`config.mk`:
```
export PLATFORM = sky130hd
export DESIGN_NAME = rdhuff_pixel
export DESIGN_NICKNAME = d
export VERILOG_FILES = /design/src/rtl/core/rdhuff_pkg.sv /design/src/rtl/core/rdhuff_pixel.sv
export SDC_FILE = /design/constraint.sdc
export NUM_CORES = 2
export LEC_CHECK = 0
export BUFFER_PORTS_ARGS = -buffer_cell sky130_fd_sc_hd__buf_4
export CORE_UTILIZATION = 52
export DETAILED_ROUTE_END_ITERATION = 7
export PLACE_DENSITY = 0.71
export SYNTH_ARGS = -nofsm -noshare
export SYNTH_HDL_FRONTEND = slang
export SYNTH_MEMORY_MAX_BITS = 65536
export SYNTH_SLANG_ARGS = --single-unit
```
`constraint.sdc`:
```
create_clock -name clk -period 2.4 [get_ports clk]
set_input_delay 0.12 -clock clk [delete_from_list [all_inputs] [get_ports clk]]
set_output_delay 0.12 -clock clk [all_outputs]
set_load 0.005 [all_outputs]
```
`src/rtl/core/rdhuff_pkg.sv`:
```
`timescale 1ns / 1ps
`default_nettype none

package rdhuff_pkg;

  localparam int MAX_SYMBOLS     = 512;
  localparam int MAX_CODE_LENGTH = 31;
  localparam int SYM_BITS        = 9;
  localparam int LEN_BITS        = 5;
  localparam int DIM_BITS        = 16;
  localparam int IDX_BITS        = $clog2(MAX_SYMBOLS);
  localparam int CNT_BITS        = 10;
  localparam int CODE_BITS       = 31;
  localparam int NUM_LENGTHS     = 32;

  typedef enum logic [1:0] {
    PH_COUNT,
    PH_ENTRY,
    PH_DECODE,
    PH_DONE
  } phase_t;

  typedef enum logic [1:0] {
    ST_PIXEL,
    ST_ENTRY,
    ST_NOMATCH
  } status_t;

  typedef enum logic [1:0] {
    REG_WIDTH,
    REG_HEIGHT
  } reg_index_t;

  typedef struct packed {
    logic code_bit;
    logic frame_start;
  } in_word_t;

  typedef struct packed {
    logic [7:0] pixel;
    logic       row_end;
    logic       image_end;
    logic [1:0] status;
  } out_word_t;

  // one decoded result leaving the table stage
  typedef struct packed {
    logic                valid;
    logic                clear;
    status_t             status;
    logic                row_end;
    logic                image_end;
    logic                first_col;
    logic [IDX_BITS-1:0] idx;
  } res_t;

  typedef struct packed {
    logic                en;
    logic [IDX_BITS-1:0] addr;
    logic [SYM_BITS-1:0] data;
  } sym_wr_t;

endpackage

`default_nettype wire

```
`src/rtl/core/rdhuff_pixel.sv`:
```
`timescale 1ns / 1ps
`default_nettype none

module rdhuff_pixel (
  input  wire logic                 clk,
  input  wire logic                 rst,
  input  wire rdhuff_pkg::res_t     res,
  input  wire rdhuff_pkg::sym_wr_t  sym_wr,
  input  wire logic                 out_stall,
  output logic                      adv,
  output logic                      out_valid,
  output rdhuff_pkg::out_word_t     out_word
);

  logic [rdhuff_pkg::SYM_BITS-1:0] store [rdhuff_pkg::MAX_SYMBOLS];
  logic [rdhuff_pkg::SYM_BITS-1:0] rd;

  logic                s2_valid;
  rdhuff_pkg::status_t s2_status;
  logic                s2_row_end, s2_image_end, s2_first_col;
  logic [7:0] prev, rfp;
  logic [7:0] p, rfp_new;
  logic       is_pix;

  assign adv = !out_valid || !out_stall;

  always_ff @(posedge clk) begin
    if (sym_wr.en) begin
      store[sym_wr.addr] <= sym_wr.data;
    end
    if (adv) begin
      rd <= store[res.idx];
    end
  end

  assign is_pix  = s2_valid && (s2_status == rdhuff_pkg::ST_PIXEL);
  assign p       = prev + rd[7:0];
  assign rfp_new = s2_first_col ? p : rfp;

  always_ff @(posedge clk) begin
    if (rst) begin
      s2_valid  <= 1'b0;
      out_valid <= 1'b0;
      prev      <= '0;
      rfp       <= '0;
    end else if (adv) begin
      s2_valid  <= res.valid;
      out_valid <= s2_valid;
      // an older word still finishes before the new frame clears
      if (res.clear) begin
        prev <= '0;
        rfp  <= '0;
      end else if (is_pix) begin
        rfp  <= rfp_new;
        prev <= s2_row_end ? rfp_new : p;
      end
    end
  end

  always_ff @(posedge clk) begin
    if (adv) begin
      s2_status    <= res.status;
      s2_row_end   <= res.row_end;
      s2_image_end <= res.image_end;
      s2_first_col <= res.first_col;
      out_word.pixel     <= is_pix ? p : 8'd0;
      out_word.row_end   <= is_pix && s2_row_end;
      out_word.image_end <= is_pix && s2_image_end;
      out_word.status    <= s2_status;
    end
  end

  a_err_zero: assert property (@(posedge clk) disable iff (rst)
    out_valid && out_word.status != rdhuff_pkg::ST_PIXEL |->
      out_word.pixel == 8'd0 && !out_word.row_end && !out_word.image_end)
    else $error("error word carries pixel data");

  a_img_end_row: assert property (@(posedge clk) disable iff (rst)
    out_valid && out_word.image_end |-> out_word.row_end)
    else $error("image end without row end");

  a_stall_holds: assert property (@(posedge clk) disable iff (rst)
    !adv |=> s2_valid == $past(s2_valid))
    else $error("pipeline moved while stalled");

endmodule

`default_nettype wire

```
### Word-level counts from Yosys, hierarchy flattened

Memory sizes are Yosys's and may differ from the RTL's. A register that Yosys moved wholly into a read port is not among the register bits.
Index checks and enable logic that the tools add are counted.
Widths: inputs -> output; s select.

* bits in registers: 35
* bits in latches: 0
* RAM bits: 4608
* bits in read-only memories: 0
* input bits: 38
* output and inout port bits: 14
* word-level logic and storage cells: 31
* memories: 1

* $add $sub $neg: 1
* $mul: 0
* divide/modulo/power cells: 0
* magnitude comparators: 0
* eq/ne operators: 0
* shifts and indexed selects: 0
* multiplexer cells: 8
* bitwise logic cells: 0
* reduce and logical (&&, ||, !) cells: 9

Memory list
* store: depth 512, bits a word 9, read ports 1, clocked after Yosys merged registers in 1, write ports 1, line rdhuff_pixel.sv:15 `logic [rdhuff_pkg::SYM_BITS-1:0] store [rdhuff_pkg::MAX_SYMBOLS];`

Operator list (number)
* $mux 8: 6
* $add 8x8->8: 1
* $logic_and 1x1->1: 3
* $logic_not 1->1: 2
* $logic_not 2->1: 1
* $mux 1: 2
* $reduce_and 2->1: 1
* $reduce_bool 2->1: 1
* $logic_or 1x1->1: 1

### Logic depth before layout (Yosys ltp)

* depth after elaboration: 5
* depth in mapped cells: 11
* mapped depth without buffers: 9

### Worst setup path before layout

Ideal clock, no wire load.

* kind: reg-to-reg
* start point: reg out_valid
* end point: reg rfp[7]
* setup time: 0.070 ns
* arrival time: 2.194 ns
* slack: 0.136 ns
* stages on the path, launching flop included: 6
* period minus slack after synthesis: 2.264 ns
* path through: dfxtp_1 nand2_1 o21ai_1 nor3b_1 o21ai_0 a21oi_1

* word-level cells in the longest chain between the ends: 3

RTL lines
* start, declared: line rdhuff_pixel.sv:11 `output logic out_valid,`
* start signal, assigned: line rdhuff_pixel.sv:48 `out_valid <= s2_valid;`
* $logic_not 1->1: line rdhuff_pixel.sv:25 `assign adv = !out_valid || !out_stall;`
* $logic_or 1x1->1: line rdhuff_pixel.sv:25
* named net adv: line rdhuff_pixel.sv:10 `output logic adv,`
* $reduce_and 2->1 (no source line)
* end signal, assigned: line rdhuff_pixel.sv:54 `rfp <= rfp_new;`
* end, declared: line rdhuff_pixel.sv:21 `logic [7:0] prev, rfp;`

The timed path passes the listed nets, and every way through them passes these cells.
A chain may end at the register's enable or synchronous reset.

==> results.sh <==
export IMPL_fp_row_count=203
export IMPL_ios=52
export IMPL_initialDrtViolationCount=10694
export IMPL_syn_num_nets=7558
export IMPL_setup_viol=8
export IMPL_gr_total_overflow=0
export IMPL_worstMarginPinSlew_ns=0.9499
export IMPL_place_inst=12391
export IMPL_syn2layout_area_growth_pct=17.87
export IMPL_rsz0062_at_grt="yes"
export IMPL_setup_slack_ns=-0.5095
export IMPL_seq_area_sq_um=124100
export IMPL_track_usage=0.2624
export IMPL_cts_buffers=403
export IMPL_fmax_ghz=0.3437
export IMPL_cts_root_buffer="clkbuf_16"
export IMPL_leakage_uw=0.06136
export IMPL_drv_slew=0
export IMPL_fillerInstances=20395
export IMPL_drt_total_wl_mm=406.8
export IMPL_clkSinkCount=4139
export IMPL_start_kind="flip-flop"
export IMPL_tns_ns=-2.847
export IMPL_min_delay_start="sym_wr[17]"
export IMPL_max_slew_margin=0.3644
export IMPL_drive_gt1_frac=0.3283
export IMPL_synth_warnings=0
export IMPL_status="complete, but fails checks"
export IMPL_yosysTopAreaCell="edfxtp_1"
export IMPL_critical_path_required_ns=3.11
export IMPL_syn_area_sq_um=160400
export IMPL_rr_endpoint="rd[7]"
export IMPL_syn_area_per_cell_sq_um=21.35
export IMPL_cts_buffer_depth=4
export IMPL_antenna_found_initial=15
export IMPL_synth_commonest_cells="edfxtp_1 (4,121), mux4_2 (1,024), nor2_1 (869)"
export IMPL_holdPathEnd="store[431][7]"
export IMPL_htree_levels=5
export IMPL_synth_cells=7512
export IMPL_post_dp_hpwl_mm=254.9
export IMPL_clock_latency_ns=0.98
export IMPL_grt_pass1_wl_mm=587.6
export IMPL_gp_congestion=0.8698
export IMPL_vdd_drop_max_mv=0.6679
export IMPL_cts_tree="built"
export IMPL_wl_per_cell_um=30.87
export IMPL_drt_pre_antenna_iters=5
export IMPL_finish_utilization=0.6171
export IMPL_hold_viol=0
export IMPL_finalCriticalPeriod_ns=2.909
export IMPL_fp_dieH_um=557.3
export IMPL_rrSetupSlack_ns=-0.51
export IMPL_synth_main_ff_cell="edfxtp_1"
export IMPL_synth_edf_count=4121
export IMPL_hp_class="in2reg"
export IMPL_synthMostInstantiatedCell="edfxtp_1"
export IMPL_vias_per_cell=6.267
export IMPL_violations="negative setup slack"
export IMPL_ant_nets=0
export IMPL_initial_core_util=0.5235
export IMPL_finalPower_uw=151700
export IMPL_core_area_sq_um=306300
export IMPL_synth_top_area_frac=0.7717
export IMPL_cp_max_fo=1
export IMPL_worstReg2RegStart="store[119][7]"
export IMPL_synthDistinctLibCells=49
export IMPL_portBuffers=50
export IMPL_dieArea_sq_um=310600
export IMPL_reg2reg_depth=10
export IMPL_clock_skew_ns=0.06398
export IMPL_multiInputGateArea_sq_um=34360
export IMPL_cts_clk_slew_worst_paths_ns=0.06
export IMPL_synth_area_top_cells="edfxtp_1 (77%), mux4_2 (14%), nor2_1 (2.0%), mux2i_1 (1.6%), clkbuf_1 (0.45%)"
export IMPL_fin_nets=8778
export IMPL_powerDensity_nw_per_um2=802.7
export IMPL_whs_path_depth=7
export IMPL_final_cells=13177
export IMPL_cp_end_kind="flip-flop"
export IMPL_maxCapViolCount=0
export IMPL_critical_path_class="reg2reg"
export IMPL_synth_seq_cells=4139
export IMPL_post_route_period_util=1.212
export IMPL_critPathArrivalTime_ns=3.62
export IMPL_grt_max_degree=110
export IMPL_die_x_um=557.3
export IMPL_ys_seq_area_frac=0.7740
export IMPL_async_flop_share=0
export IMPL_num_vias=82580
export IMPL_drc_errors=0
export IMPL_grt_pass1_vias=83953
[worst max-delay path: stages (launching register included)]
cell and delay (ns):
edfxtp_1 0.43, mux4_2 0.53, mux2i_1 0.30, nand2_1 0.11
o211ai_1 0.24, buf_4 0.19, nand4_1 0.25, buf_4 0.26
o22ai_4 0.13, buf_6 0.16, nor3_2 0.04
[metrics by stage]
step | cell area (sq um) | setup slack, ns | hold slack, ns
2_1_floorplan | 160400 | 0.1359 | 0.2189
3_3_place_gp | 175000 | -1.295 | 0.3006
3_5_place_dp | 175000 | -1.302 | 0.2995
4_1_cts | 188800 | -0.3870 | 0.004233
5_1_grt | 189000 | -0.4467 | 0.06363
6_report | 189000 | -0.5095 | 0.06817
[metal layers]
layer | share of wire | global-route usage
met2 | 0.49 | 0.4268
met4 | 0.036 | 0.09256
met1 | 0.38 | 0.3656
met3 | 0.090 | 0.03976
met5 | 0.000064 | 0
[how the worst max path moves through the flow]
stage,start,to,slack (ns)
6_report,store[119][7],rd[7],-0.51
5_1_grt,store[119][7],rd[7],-0.45
4_1_cts,store[115][7],rd[7],-0.39
3_5_place_dp,res[0],rd[1],-1.30
3_3_place_gp,res[0],rd[1],-1.30
2_1_floorplan,out_valid,rfp[7],0.14
[area by class of cell]
class / instances / share of cell area
multi-input cells: 2909 / 0.1818
clock buffers: 475 / 0.05545
well taps: 4100 / 0.02714
repair buffers: 1276 / 0.06417
clock inverters: 262 / 0.01462
inverters: 3 / 0.00005958
flip-flops and latches: 4139 / 0.6566
diodes: 13 / 0.0001721
[sequential cells by signal, indices dropped and copies added, names as in the netlist]
signal and cells:
s2_row_end 1, s2_image_end 1, out_valid 1, rfp 8, s2_first_col 1, store 4096, rd 8, s2_status 2
out_word 12, s2_valid 1, prev 8
[timing repair]
action,4_1_cts,5_1_grt
pin swaps,29,24
hold buffers,35,0
gates resized for setup,35,33
buffers inserted,2,0
endpoints found under the hold margin,2990,0
setup endpoints to repair,16,17
[cell usage in the layout (no fill, tap or decap), drive strengths merged, types with 14 or more instances in the layout]
| master | instances |
|---|---|
| a211oi | 92 |
| dfxtp | 18 |
| mux2 | 33 |
| nor2 | 869 |
| inv | 16 |
| o21ai | 35 |
| bufinv | 44 |
| buf | 1241 |
| a21oi | 76 |
| clkbuf | 475 |
| a22oi | 14 |
| dlygate4sd3 | 35 |
| o211ai | 93 |
| nand4 | 23 |
| nor3 | 28 |
| clkinv | 190 |
| clkinvlp | 15 |
| mux4 | 1024 |
| o22ai | 102 |
| nand2 | 143 |
| mux2i | 261 |
| edfxtp | 4121 |
| o221ai | 32 |
[cell families after synthesis]
kind of cell / after synthesis / share of synthesized area
DFF: 4139 / 0.7740
muxes: 1318 / 0.1624
and+or+nand+nor: 1120 / 0.02819
buffers and inverters: 464 / 0.01525
AOI/OAI and AO/OA: 457 / 0.01918
adders and majority gates: 8 / 0.0006710
xor gates and xnor gates: 6 / 0.0003277
[report_power, final]
group | total [uW] | internal (uW) | leakage (uW) | switching (uW)
clock network | 63400 | 36100 | 0.00645 | 27300
logic | 8550 | 3480 | 0.0177 | 5070
registers | 79700 | 79600 | 0.0372 | 129
Note: power is estimated with default switching activity, not from simulation.
