==> src/rtl/core/rdhuff_pkg.sv <==
`timescale 1ns / 1ps
`default_nettype none

package rdhuff_pkg;

  localparam int MAX_SYMBOLS     = 512;
  localparam int MAX_CODE_LENGTH = 31;
  localparam int SYM_BITS        = 9;
  localparam int LEN_BITS        = 5;
  localparam int DIM_BITS        = 16;
  localparam int IDX_BITS        = $clog2(MAX_SYMBOLS);
  localparam int CNT_BITS        = 10;
  localparam int CODE_BITS       = 31;
  localparam int NUM_LENGTHS     = 32;

  typedef enum logic [1:0] {
    PH_COUNT,
    PH_ENTRY,
    PH_DECODE,
    PH_DONE
  } phase_t;

  typedef enum logic [1:0] {
    ST_PIXEL,
    ST_ENTRY,
    ST_NOMATCH
  } status_t;

  typedef enum logic [1:0] {
    REG_WIDTH,
    REG_HEIGHT
  } reg_index_t;

  typedef struct packed {
    logic code_bit;
    logic frame_start;
  } in_word_t;

  typedef struct packed {
    logic [7:0] pixel;
    logic       row_end;
    logic       image_end;
    logic [1:0] status;
  } out_word_t;

  // one decoded result leaving the table stage
  typedef struct packed {
    logic                valid;
    logic                clear;
    status_t             status;
    logic                row_end;
    logic                image_end;
    logic                first_col;
    logic [IDX_BITS-1:0] idx;
  } res_t;

  typedef struct packed {
    logic                en;
    logic [IDX_BITS-1:0] addr;
    logic [SYM_BITS-1:0] data;
  } sym_wr_t;

endpackage

`default_nettype wire

==> src/rtl/core/rdhuff_table.sv <==
`timescale 1ns / 1ps
`default_nettype none

module rdhuff_table (
  input  wire logic                         clk,
  input  wire logic                         rst,
  input  wire logic                         acc,
  input  wire rdhuff_pkg::in_word_t         in_word,
  input  wire logic [rdhuff_pkg::DIM_BITS-1:0] image_width,
  input  wire logic [rdhuff_pkg::DIM_BITS-1:0] image_height,
  output rdhuff_pkg::res_t                  res,
  output rdhuff_pkg::sym_wr_t               sym_wr
);

  localparam int IB = rdhuff_pkg::IDX_BITS;
  localparam int CB = rdhuff_pkg::CODE_BITS;
  localparam int NB = rdhuff_pkg::CNT_BITS;
  localparam int LB = rdhuff_pkg::LEN_BITS;
  localparam int DB = rdhuff_pkg::DIM_BITS;

  rdhuff_pkg::phase_t phase, phase_next, ph_e;
  logic [8:0]    fsh, fsh_next;
  logic [3:0]    fbits, fbits_next;
  logic [8:0]    etotal, eloaded;
  logic [IB:0]   acount;
  logic [8:0]    pend;
  logic [NB-1:0] cnt   [rdhuff_pkg::NUM_LENGTHS];
  logic [CB-1:0] first [rdhuff_pkg::NUM_LENGTHS];
  logic [IB-1:0] base  [rdhuff_pkg::NUM_LENGTHS];
  logic [31:0]   ccode;
  logic [LB-1:0] clen;
  logic [CB-1:0] cshift;
  logic [LB-1:0] clength;
  logic [DB-1:0] col, row;
  logic [14:0]   lkey;

  logic          fs, bit_in;
  logic [8:0]    fsh_e, fsh_sh;
  logic [3:0]    fb_e, fb_inc;
  logic [LB-1:0] len;
  logic [13:0]   key;
  logic          ent_ok, take;
  logic [8:0]    eloaded_inc;
  logic [31:0]   ccode_sh;
  logic [CB-1:0] cs_n, off;
  logic [LB-1:0] cl_n;
  logic [NB-1:0] dc;
  logic          hit, miss_end, idx_bad;
  logic [IB:0]   sidx;
  logic [DB-1:0] w_eff, h_eff, col_inc, row_inc;
  logic          row_done, img_done;

  assign fs     = in_word.frame_start;
  assign bit_in = in_word.code_bit;
  assign ph_e   = fs ? rdhuff_pkg::PH_COUNT : phase;
  assign fsh_e  = fs ? 9'd0 : fsh;
  assign fb_e   = fs ? 4'd0 : fbits;
  assign fsh_sh = {fsh_e[7:0], bit_in};
  assign fb_inc = fb_e + 4'd1;

  // entry check and canonical code step
  assign len   = fsh_sh[LB-1:0];
  assign key   = {len, ~pend[8], pend[7:0]};
  assign ent_ok = (len != '0) && (acount < (IB+1)'(rdhuff_pkg::MAX_SYMBOLS))
                  && (!lkey[14] || key > lkey[13:0]);
  assign take  = (ph_e == rdhuff_pkg::PH_ENTRY) && (fb_inc == 4'd14);
  assign eloaded_inc = eloaded + 9'd1;
  assign ccode_sh = (len > clen) ? (ccode << (len - clen)) : ccode;

  // decode match on length and code
  assign cs_n    = {cshift[CB-2:0], bit_in};
  assign cl_n    = clength + 1'b1;
  assign dc      = cnt[cl_n];
  assign off     = cs_n - first[cl_n];
  assign hit     = (dc != '0) && (off < CB'(dc));
  assign sidx    = {1'b0, base[cl_n]} + (IB+1)'(off[NB-1:0]);
  assign idx_bad = sidx >= (IB+1)'(rdhuff_pkg::MAX_SYMBOLS);
  assign miss_end = (cl_n >= LB'(rdhuff_pkg::MAX_CODE_LENGTH)) || (cl_n == '0);

  assign w_eff    = (image_width == '0) ? DB'(1) : image_width;
  assign h_eff    = (image_height == '0) ? DB'(1) : image_height;
  assign col_inc  = col + 1'b1;
  assign row_inc  = row + 1'b1;
  assign row_done = col_inc >= w_eff;
  assign img_done = row_done && (row_inc >= h_eff);

  always_comb begin
    phase_next = ph_e;
    unique case (ph_e)
      rdhuff_pkg::PH_COUNT: begin
        if (fb_inc >= 4'd9) begin
          phase_next = (fsh_sh != '0) ? rdhuff_pkg::PH_ENTRY : rdhuff_pkg::PH_DECODE;
        end
      end
      rdhuff_pkg::PH_ENTRY: begin
        if (take && eloaded_inc >= etotal) begin
          phase_next = rdhuff_pkg::PH_DECODE;
        end
      end
      rdhuff_pkg::PH_DECODE: begin
        if (hit && !idx_bad && img_done) begin
          phase_next = rdhuff_pkg::PH_DONE;
        end
      end
      default: phase_next = ph_e;
    endcase
  end

  // header field shifter
  always_comb begin
    fsh_next   = fsh_e;
    fbits_next = fb_e;
    unique case (ph_e)
      rdhuff_pkg::PH_COUNT: begin
        if (fb_inc >= 4'd9) begin
          fsh_next   = '0;
          fbits_next = '0;
        end else begin
          fsh_next   = fsh_sh;
          fbits_next = fb_inc;
        end
      end
      rdhuff_pkg::PH_ENTRY: begin
        if (take) begin
          fsh_next   = '0;
          fbits_next = '0;
        end else if (fb_inc == 4'd9) begin
          fsh_next   = '0;
          fbits_next = fb_inc;
        end else begin
          fsh_next   = fsh_sh;
          fbits_next = fb_inc;
        end
      end
      default: begin
      end
    endcase
  end

  always_comb begin
    res           = '0;
    res.clear     = acc && fs;
    res.status    = rdhuff_pkg::ST_PIXEL;
    res.idx       = sidx[IB-1:0];
    sym_wr.en     = 1'b0;
    sym_wr.addr   = acount[IB-1:0];
    sym_wr.data   = pend;
    unique case (ph_e)
      rdhuff_pkg::PH_ENTRY: begin
        if (take) begin
          res.valid  = acc && !ent_ok;
          res.status = rdhuff_pkg::ST_ENTRY;
          sym_wr.en  = acc && ent_ok;
        end
      end
      rdhuff_pkg::PH_DECODE: begin
        if (hit) begin
          res.valid = acc;
          if (idx_bad) begin
            res.status = rdhuff_pkg::ST_NOMATCH;
          end else begin
            res.row_end   = row_done;
            res.image_end = img_done;
            res.first_col = (col == '0);
          end
        end else if (miss_end) begin
          res.valid  = acc;
          res.status = rdhuff_pkg::ST_NOMATCH;
        end
      end
      default: res.valid = 1'b0;
    endcase
  end

  always_ff @(posedge clk) begin
    if (rst) begin
      phase   <= rdhuff_pkg::PH_COUNT;
      fsh     <= '0;
      fbits   <= '0;
      etotal  <= '0;
      eloaded <= '0;
      acount  <= '0;
      pend    <= '0;
      ccode   <= '0;
      clen    <= '0;
      cshift  <= '0;
      clength <= '0;
      col     <= '0;
      row     <= '0;
      lkey    <= '0;
      for (int i = 0; i < rdhuff_pkg::NUM_LENGTHS; i++) begin
        cnt[i] <= '0;
      end
    end else if (acc) begin
      phase <= phase_next;
      fsh   <= fsh_next;
      fbits <= fbits_next;
      if (fs) begin
        etotal  <= '0;
        eloaded <= '0;
        acount  <= '0;
        pend    <= '0;
        ccode   <= '0;
        clen    <= '0;
        cshift  <= '0;
        clength <= '0;
        col     <= '0;
        row     <= '0;
        lkey    <= '0;
        for (int i = 0; i < rdhuff_pkg::NUM_LENGTHS; i++) begin
          cnt[i] <= '0;
        end
      end else begin
        unique case (ph_e)
          rdhuff_pkg::PH_COUNT: begin
            if (fb_inc >= 4'd9) begin
              etotal <= fsh_sh;
            end
          end
          rdhuff_pkg::PH_ENTRY: begin
            if (fb_inc == 4'd9) begin
              pend <= fsh_sh;
            end else if (take) begin
              eloaded <= eloaded_inc;
              if (ent_ok) begin
                lkey   <= {1'b1, key};
                clen   <= len;
                ccode  <= ccode_sh + 32'd1;
                acount <= acount + 1'b1;
                cnt[len] <= cnt[len] + 1'b1;
                if (cnt[len] == '0) begin
                  first[len] <= ccode_sh[CB-1:0];
                  base[len]  <= acount[IB-1:0];
                end
              end
            end
          end
          rdhuff_pkg::PH_DECODE: begin
            if (hit || miss_end) begin
              cshift  <= '0;
              clength <= '0;
            end else begin
              cshift  <= cs_n;
              clength <= cl_n;
            end
            if (hit && !idx_bad) begin
              col <= row_done ? '0 : col_inc;
              if (row_done) begin
                row <= row_inc;
              end
            end
          end
          default: begin
          end
        endcase
      end
    end
  end

  a_pixel_in_decode: assert property (@(posedge clk) disable iff (rst)
    res.valid && res.status == rdhuff_pkg::ST_PIXEL |-> phase == rdhuff_pkg::PH_DECODE && !fs)
    else $error("pixel result outside decode");

  a_done_holds: assert property (@(posedge clk) disable iff (rst)
    phase == rdhuff_pkg::PH_DONE && !(acc && fs) |=> phase == rdhuff_pkg::PH_DONE)
    else $error("done phase left without frame start");

  a_write_in_entry: assert property (@(posedge clk) disable iff (rst)
    sym_wr.en |-> ph_e == rdhuff_pkg::PH_ENTRY && acount < (IB+1)'(rdhuff_pkg::MAX_SYMBOLS))
    else $error("symbol write outside entry load");

endmodule

`default_nettype wire

==> config.mk <==
export PLATFORM = sky130hd
export DESIGN_NAME = rdhuff_table
export DESIGN_NICKNAME = d
export VERILOG_FILES = /design/src/rtl/core/rdhuff_pkg.sv /design/src/rtl/core/rdhuff_table.sv
export SDC_FILE = /design/constraint.sdc
export NUM_CORES = 2
export LEC_CHECK = 0
export ABC_AREA = 1
export BUFFER_PORTS_ARGS = -buffer_cell sky130_fd_sc_hd__clkbuf_2
export CAP_MARGIN = 5
export CORE_UTILIZATION = 45
export CTS_CLUSTER_SIZE = 25
export DETAILED_ROUTE_END_ITERATION = 8
export HOLD_SLACK_MARGIN = 0.08
export SLEW_MARGIN = 0
export SYNTH_ARGS = -nofsm -noshare
export SYNTH_HDL_FRONTEND = slang
export SYNTH_SLANG_ARGS = --single-unit
==> constraint.sdc <==
create_clock -name clk -period 17.1 [get_ports clk]
set_input_delay 2.565 -clock clk [delete_from_list [all_inputs] [get_ports clk]]
set_output_delay 2.565 -clock clk [all_outputs]
set_load 0.03 [all_outputs]
Word level (Yosys, flattened, before mapping):

Memory sizes are Yosys's and may differ from the RTL's.
Cells that the tools add are included.

* input port bits: 37
* memories kept: 3
* register bits after elaboration: 170
* bits in writable memories: 1600
* logic and storage cells: 254

Memories
* first: depth 32, width 31, rd ports 1, clocked after Yosys merged registers in 0, write ports 1, RTL line rdhuff_table.sv:28 `logic [CB-1:0] first [rdhuff_pkg::NUM_LENGTHS];`
* cnt: depth 32, width 10, rd ports 2, clocked after Yosys merged registers in 0, write ports 32, RTL line rdhuff_table.sv:27 `logic [NB-1:0] cnt [rdhuff_pkg::NUM_LENGTHS];`
* base: depth 32, width 9, rd ports 1, clocked after Yosys merged registers in 0, write ports 1, RTL line rdhuff_table.sv:29 `logic [IB-1:0] base [rdhuff_pkg::NUM_LENGTHS];`

* bitwise logic cells: 33
* multiplexer cells: 134
* equal/unequal tests: 5
* $lt $le $gt $ge: 10
* shift operators: 1
* add/subtract/negate cells: 11
* reductions and logical operators: 43

Operators with widths (count)
* 2-to-1 mux 10 bit: 38
* 2-to-1 mux 32 bit: 6
* 2-to-1 mux 16 bit: 10
* 2-to-1 mux 30 bit: 3
* 2-to-1 mux 9 bit: 10
* 2-to-1 mux 15 bit: 5
* zero test 16 bit: 3
* 2-to-1 mux 5 bit: 9
* adder 16 x 1 -> 16 bit, second input constant: 2
* adder 32 x 1 -> 32 bit, second input constant: 1
* >= comparator 16 bit: 2
* 2-to-1 mux 8 bit: 4
* bitwise OR 1 bit: 32
* << shifter 32 x 5 -> 32 bit: 1
* less-than comparator 31 x 10 -> 1 bit: 1
* subtractor 31 bit: 1
* 2-to-1 mux 1 bit: 30
* adder 10 x 1 -> 10 bit, second input constant: 2
* nonzero test 2 bit: 9
* 2-to-1 mux 2 bit: 8
* case mux 8 bit (2 select lines): 1
* greater-than comparator 14 bit: 1
* 2-to-1 mux 4 bit: 3
* logical AND 1 bit: 11
* other kinds (34): 44

Depth between registers and ports, before layout:

* word-level depth: 14
* gate-level depth with buffers: 44
* depth with buffers taken out: 33

Least setup slack after synthesis:

OpenSTA, ideal clock, no wires.

* path kind: reg2out
* from: register clength[0]
* to: output port res[15] (netlist name)
* cell stages (with the launch flop): 43
* slack: 7930 ps
* arrival: 6605 ps
* buffers on the path: 10
* required time: 14535 ps
* cell sequence: dfxtp_1 -> buf_4 -> inv_2 -> buf_6 -> buf_2 -> clkbuf_1 -> clkbuf_1 -> clkbuf_1 -> ha_1 -> buf_2 -> clkinv_2 -> clkbuf_1 -> clkbuf_1 -> clkbuf_1 -> o21ai_0 -> o22ai_1 -> o21ai_0 -> o22ai_1 -> [7 not listed] -> nand2_1 -> nand2_1 -> nand2_1 -> nand3_1 -> xor2_1 -> ha_1 -> a21oi_1 -> nand3b_1 -> nand2_1 -> inv_1 -> nand2_1 -> nor2_1 -> nand2_1 -> nor2_1 -> a21oi_4 -> nand2_1 -> nand2_1 -> a21boi_0

RTL lines
* start: declaration: RTL line rdhuff_table.sv:33 `logic [LB-1:0] clength;`
* start signal: assignment: RTL line rdhuff_table.sv:244 `clength <= cl_n;`
* end: declaration: RTL line rdhuff_table.sv:11 `output rdhuff_pkg::res_t res,`

==> metrics.csv <==
stage;metric;value;unit
logic_synthesis;synth_top_family_by_area;simple AND/OR/NAND/NOR gates;
die;ios;72;
cts;clk_pin_slew;0.06;ns
logic_synthesis;yosysSeqAreaShare;0.629;
timing;fin_skew;0.0367;ns
cts;htreeDepth;4;
global_routing;overflow;0;
route;drc;0;
die;rows;155;
timing;timing.final.crit_period;11.36;ns
cts;cts_resized;0;
setup_path;setup.worst_path.start_class;flip-flop;
timing;fin_tns_setup;0;ns
final_layout;fillCellCount;16055;
final_layout;seqCellArea;0.0513;mm²
placement;place_congestion;0.945;
logic_synthesis;synth_area_leaders;edfxtp_1, nor2_1, o21ai_0;
logic_synthesis;async_flop_share;0;
setup_path;cp_data_arrival_time;8.79;ns
global_routing;grt_pass1_wl;388;mm
die;die_area;0.183;mm²
power_and_ir_drop;internal-power;6970;µW
timing;setup_slack;5.74;ns
power_and_ir_drop;ir_drop;0.0902;mV
logic_synthesis;yosys.area.top_type_share;0.588;
logic_synthesis;synthCells;7991;
timing;drv_slew;0;
die;start_util;0.455;
placement;post_dp_cell_area;0.0845;mm²
logic_synthesis;synth_fa_ha_area_frac;0.0194;
die;die_x;428;µm
timing;setup-violations-final;0;
power_and_ir_drop;p_switching;2000;µW
setup_path;worstPathMaxFanout;58;
route;post_drt_wl_per_cell;25.4;µm
timing;slew_headroom;0.131;
logic_synthesis;synth_edf_count;1600;
logic_synthesis;ys_ff_latch;1764;
die;fp.dieH;428;µm
route;vias;62374;
global_routing;grt_pass1_vias;58998;
timing;finalHoldViolCount;0;
final_layout;multiInputGateArea;0.0267;mm²
logic_synthesis;synth_area;0.0816;mm²
placement;pre_cts_slack;6.69;ns
hold_path;hold_path_class;flip-flop to flip-flop;
route;first_pass_iters;6;
run_status;status;finished clean;
timing;tightest_slew;1.30;ns
cts;clock_latency;0.83;ns
power_and_ir_drop;pwr-share-seq;0.532;
final_layout;drive_above_1_share;0.0789;
timing;fmax;0.0881;GHz
power_and_ir_drop;clkPwrFrac;0.427;
logic_synthesis;synth.most_common_cell;edfxtp_1;
hold_path;hold_depth;2;
logic_synthesis;synthTopCellsByCount;edfxtp_1, nor2_1, nand2_1;
placement;io_buffer_count;71;
logic_synthesis;yosysWarningCount;0;
cts;holdBufCountCts;0;
logic_synthesis;ys.flop_type;edfxtp_1;
placement;hpwl;149;mm
setup_path;crit_type;flip-flop to primary output;
die;core-area;0.179;mm²
power_and_ir_drop;leakagePower;0.0320;µW
setup_path;cp-end-kind;primary output;
logic_synthesis;yosysTopAreaCell;edfxtp_1;
logic_synthesis;synth_mux_area_frac;0.000858;
logic_synthesis;synth_compound_area_frac;0.129;
global_routing;grt_max_degree;204;
cts;post_cts_buffers;0;
final_layout;area_growth;10.4;%
power_and_ir_drop;switching_share;0.223;
logic_synthesis;synth-simple-area-share;0.162;
route;vias_per_cell;5.98;
cts;cts_sinks;1764;
cts;cts_buffers;189;
final_layout;fin_area;0.0902;mm²
logic_synthesis;synth-xor-area-share;0.00743;
cts;cts_buffer_depth;3;
route;wl;265;mm
timing;fin_crit_sh;0.664;
final_layout;final_nets;8081;
setup_path;rr_worst_depth;27;
run;drv_cap;0;
power_and_ir_drop;power;8970;µW
logic_synthesis;synth_cell_types;71;
route;ant_nets;0;
global_routing;grt.total_usage;0.283;
setup_path;cp.required;14.53;ns
cts;cts_tree;built;
route;drt_iter0_markers;7714;
power_and_ir_drop;powerDensity;99.5;mW/mm²
cts;cts-root-buf;clkbuf_16;
power_and_ir_drop;power_frac_comb;0.041;
logic_synthesis;postSynthAreaPerCell;10.2;µm²
global_routing;antenna_found_initial;5;
timing;rsz0062_at_grt;no;
==> cell type report <==
class / instances / area share
Inverter: 500 / 0.0212
Sequential cell: 1764 / 0.569
Clock inverter: 84 / 0.00547
Timing Repair Buffer: 231 / 0.0177
Multi-Input combinational cell: 5233 / 0.296
Clock buffer: 263 / 0.0577
Antenna cell: 1 / 0.0000278
Tap cell: 2355 / 0.0327
==> flip-flops by register name (all words and copies together), names as in the netlist, 5 cells and up <==
name,count
pend,9
ccode,31
clength,5
lkey,11
fsh,8
eloaded,9
row,16
acount,10
first,992
cnt,320
col,16
cshift,30
base,288
etotal,9
==> placed cells by master (no fill, tap or decap), types with 13 or more instances in the layout <==
cell type	n
edfxtp_1	1600
nand3_1	550
o211ai_1	79
clkinv_2	29
o221ai_1	180
nand3b_1	17
nor2_1	1319
dfxtp_1	163
inv_1	473
o21ai_0	931
clkbuf_2	70
nand4_1	82
xor2_1	47
o2111ai_1	22
clkinv_1	41
nor2_4	39
nor3_1	27
a22oi_1	43
clkbuf_1	59
o21ai_1	27
a21oi_1	220
conb_1	50
buf_4	158
clkbuf_16	193
or2_2	31
nand2_1	1093
inv_2	20
nor2_2	13
ha_1	121
o22ai_1	198
==> cells by family after synthesis <==
group,count (synthesis)
AOI/OAI and AO/OA,1784
xor gates and xnor gates,65
adders and majority gates,125
buffers and inverters,1043
DFF,1764
muxes,7
other,1
and+or+nand+nor,3202
==> power by group through the flow <==
stage	registers [µW]	logic (µW)	clock network, µW
finish	4770	372	3830
global route	4770	401	4040
CTS	4770	365	3880
detailed placement	4860	364	0
global placement	4860	358	0
floorplan	4850	228	0
==> metrics by stage <==
stage | hold WS, ns | util | instances
after detailed placement | 0.455 | 0.471 | 10083
after global routing | 0.485 | 0.503 | 10430
after global placement | 0.452 | 0.471 | 10083
after floorplan | 0.441 | - | 8040
final | 0.464 | 0.503 | 10431
after CTS | 0.465 | 0.503 | 10430
==> worst paths after layout <==
check                  start         to  slack, ns
setup / recovery  clength[0]    res[10]       5.74
hold / removal     etotal[4]  etotal[4]       0.46
setup reg to reg  clength[0]    row[11]       8.08
hold reg to reg    etotal[4]  etotal[4]       0.46
==> critical path, stage by stage, from the launching register on <==
cell       delay, ns
dfxtp_4         0.60
ha_1            0.27
nand2_1         0.10
nand2_4         0.40
buf_4           0.52
buf_4           0.74
buf_4           0.83
o221ai_1        0.26
nand3_1         0.14
o21ai_0         0.11
o21ai_0         0.31
ha_1            0.35
a21oi_1         0.30
nor2_1          0.09
nor2_1          0.10
nand2_1         0.17
xor2_1          0.30
ha_1            0.32
nand2_1         0.10
nor3_1          0.06
nand3_1         0.07
o2111ai_1       0.20
xnor2_1         0.50
nand4_1         0.57
nor2_1          0.25
clkbuf_2        0.23
==> metal layers <==
| metal | GRT usage | share of wire | wire length (µm) | vias up |
|---|---|---|---|---|
| met5 | 0 | 0.000087 | 23 | - |
| met4 | 0.0981 | 0.035 | 9230 | 4 |
| met3 | 0.0490 | 0.094 | 25000 | 511 |
| met2 | 0.444 | 0.45 | 120000 | 3122 |
| met1 | 0.396 | 0.42 | 110000 | 30568 |
| li1 | - | - | - | 28169 |
Power figures use the tool's default switching activity.
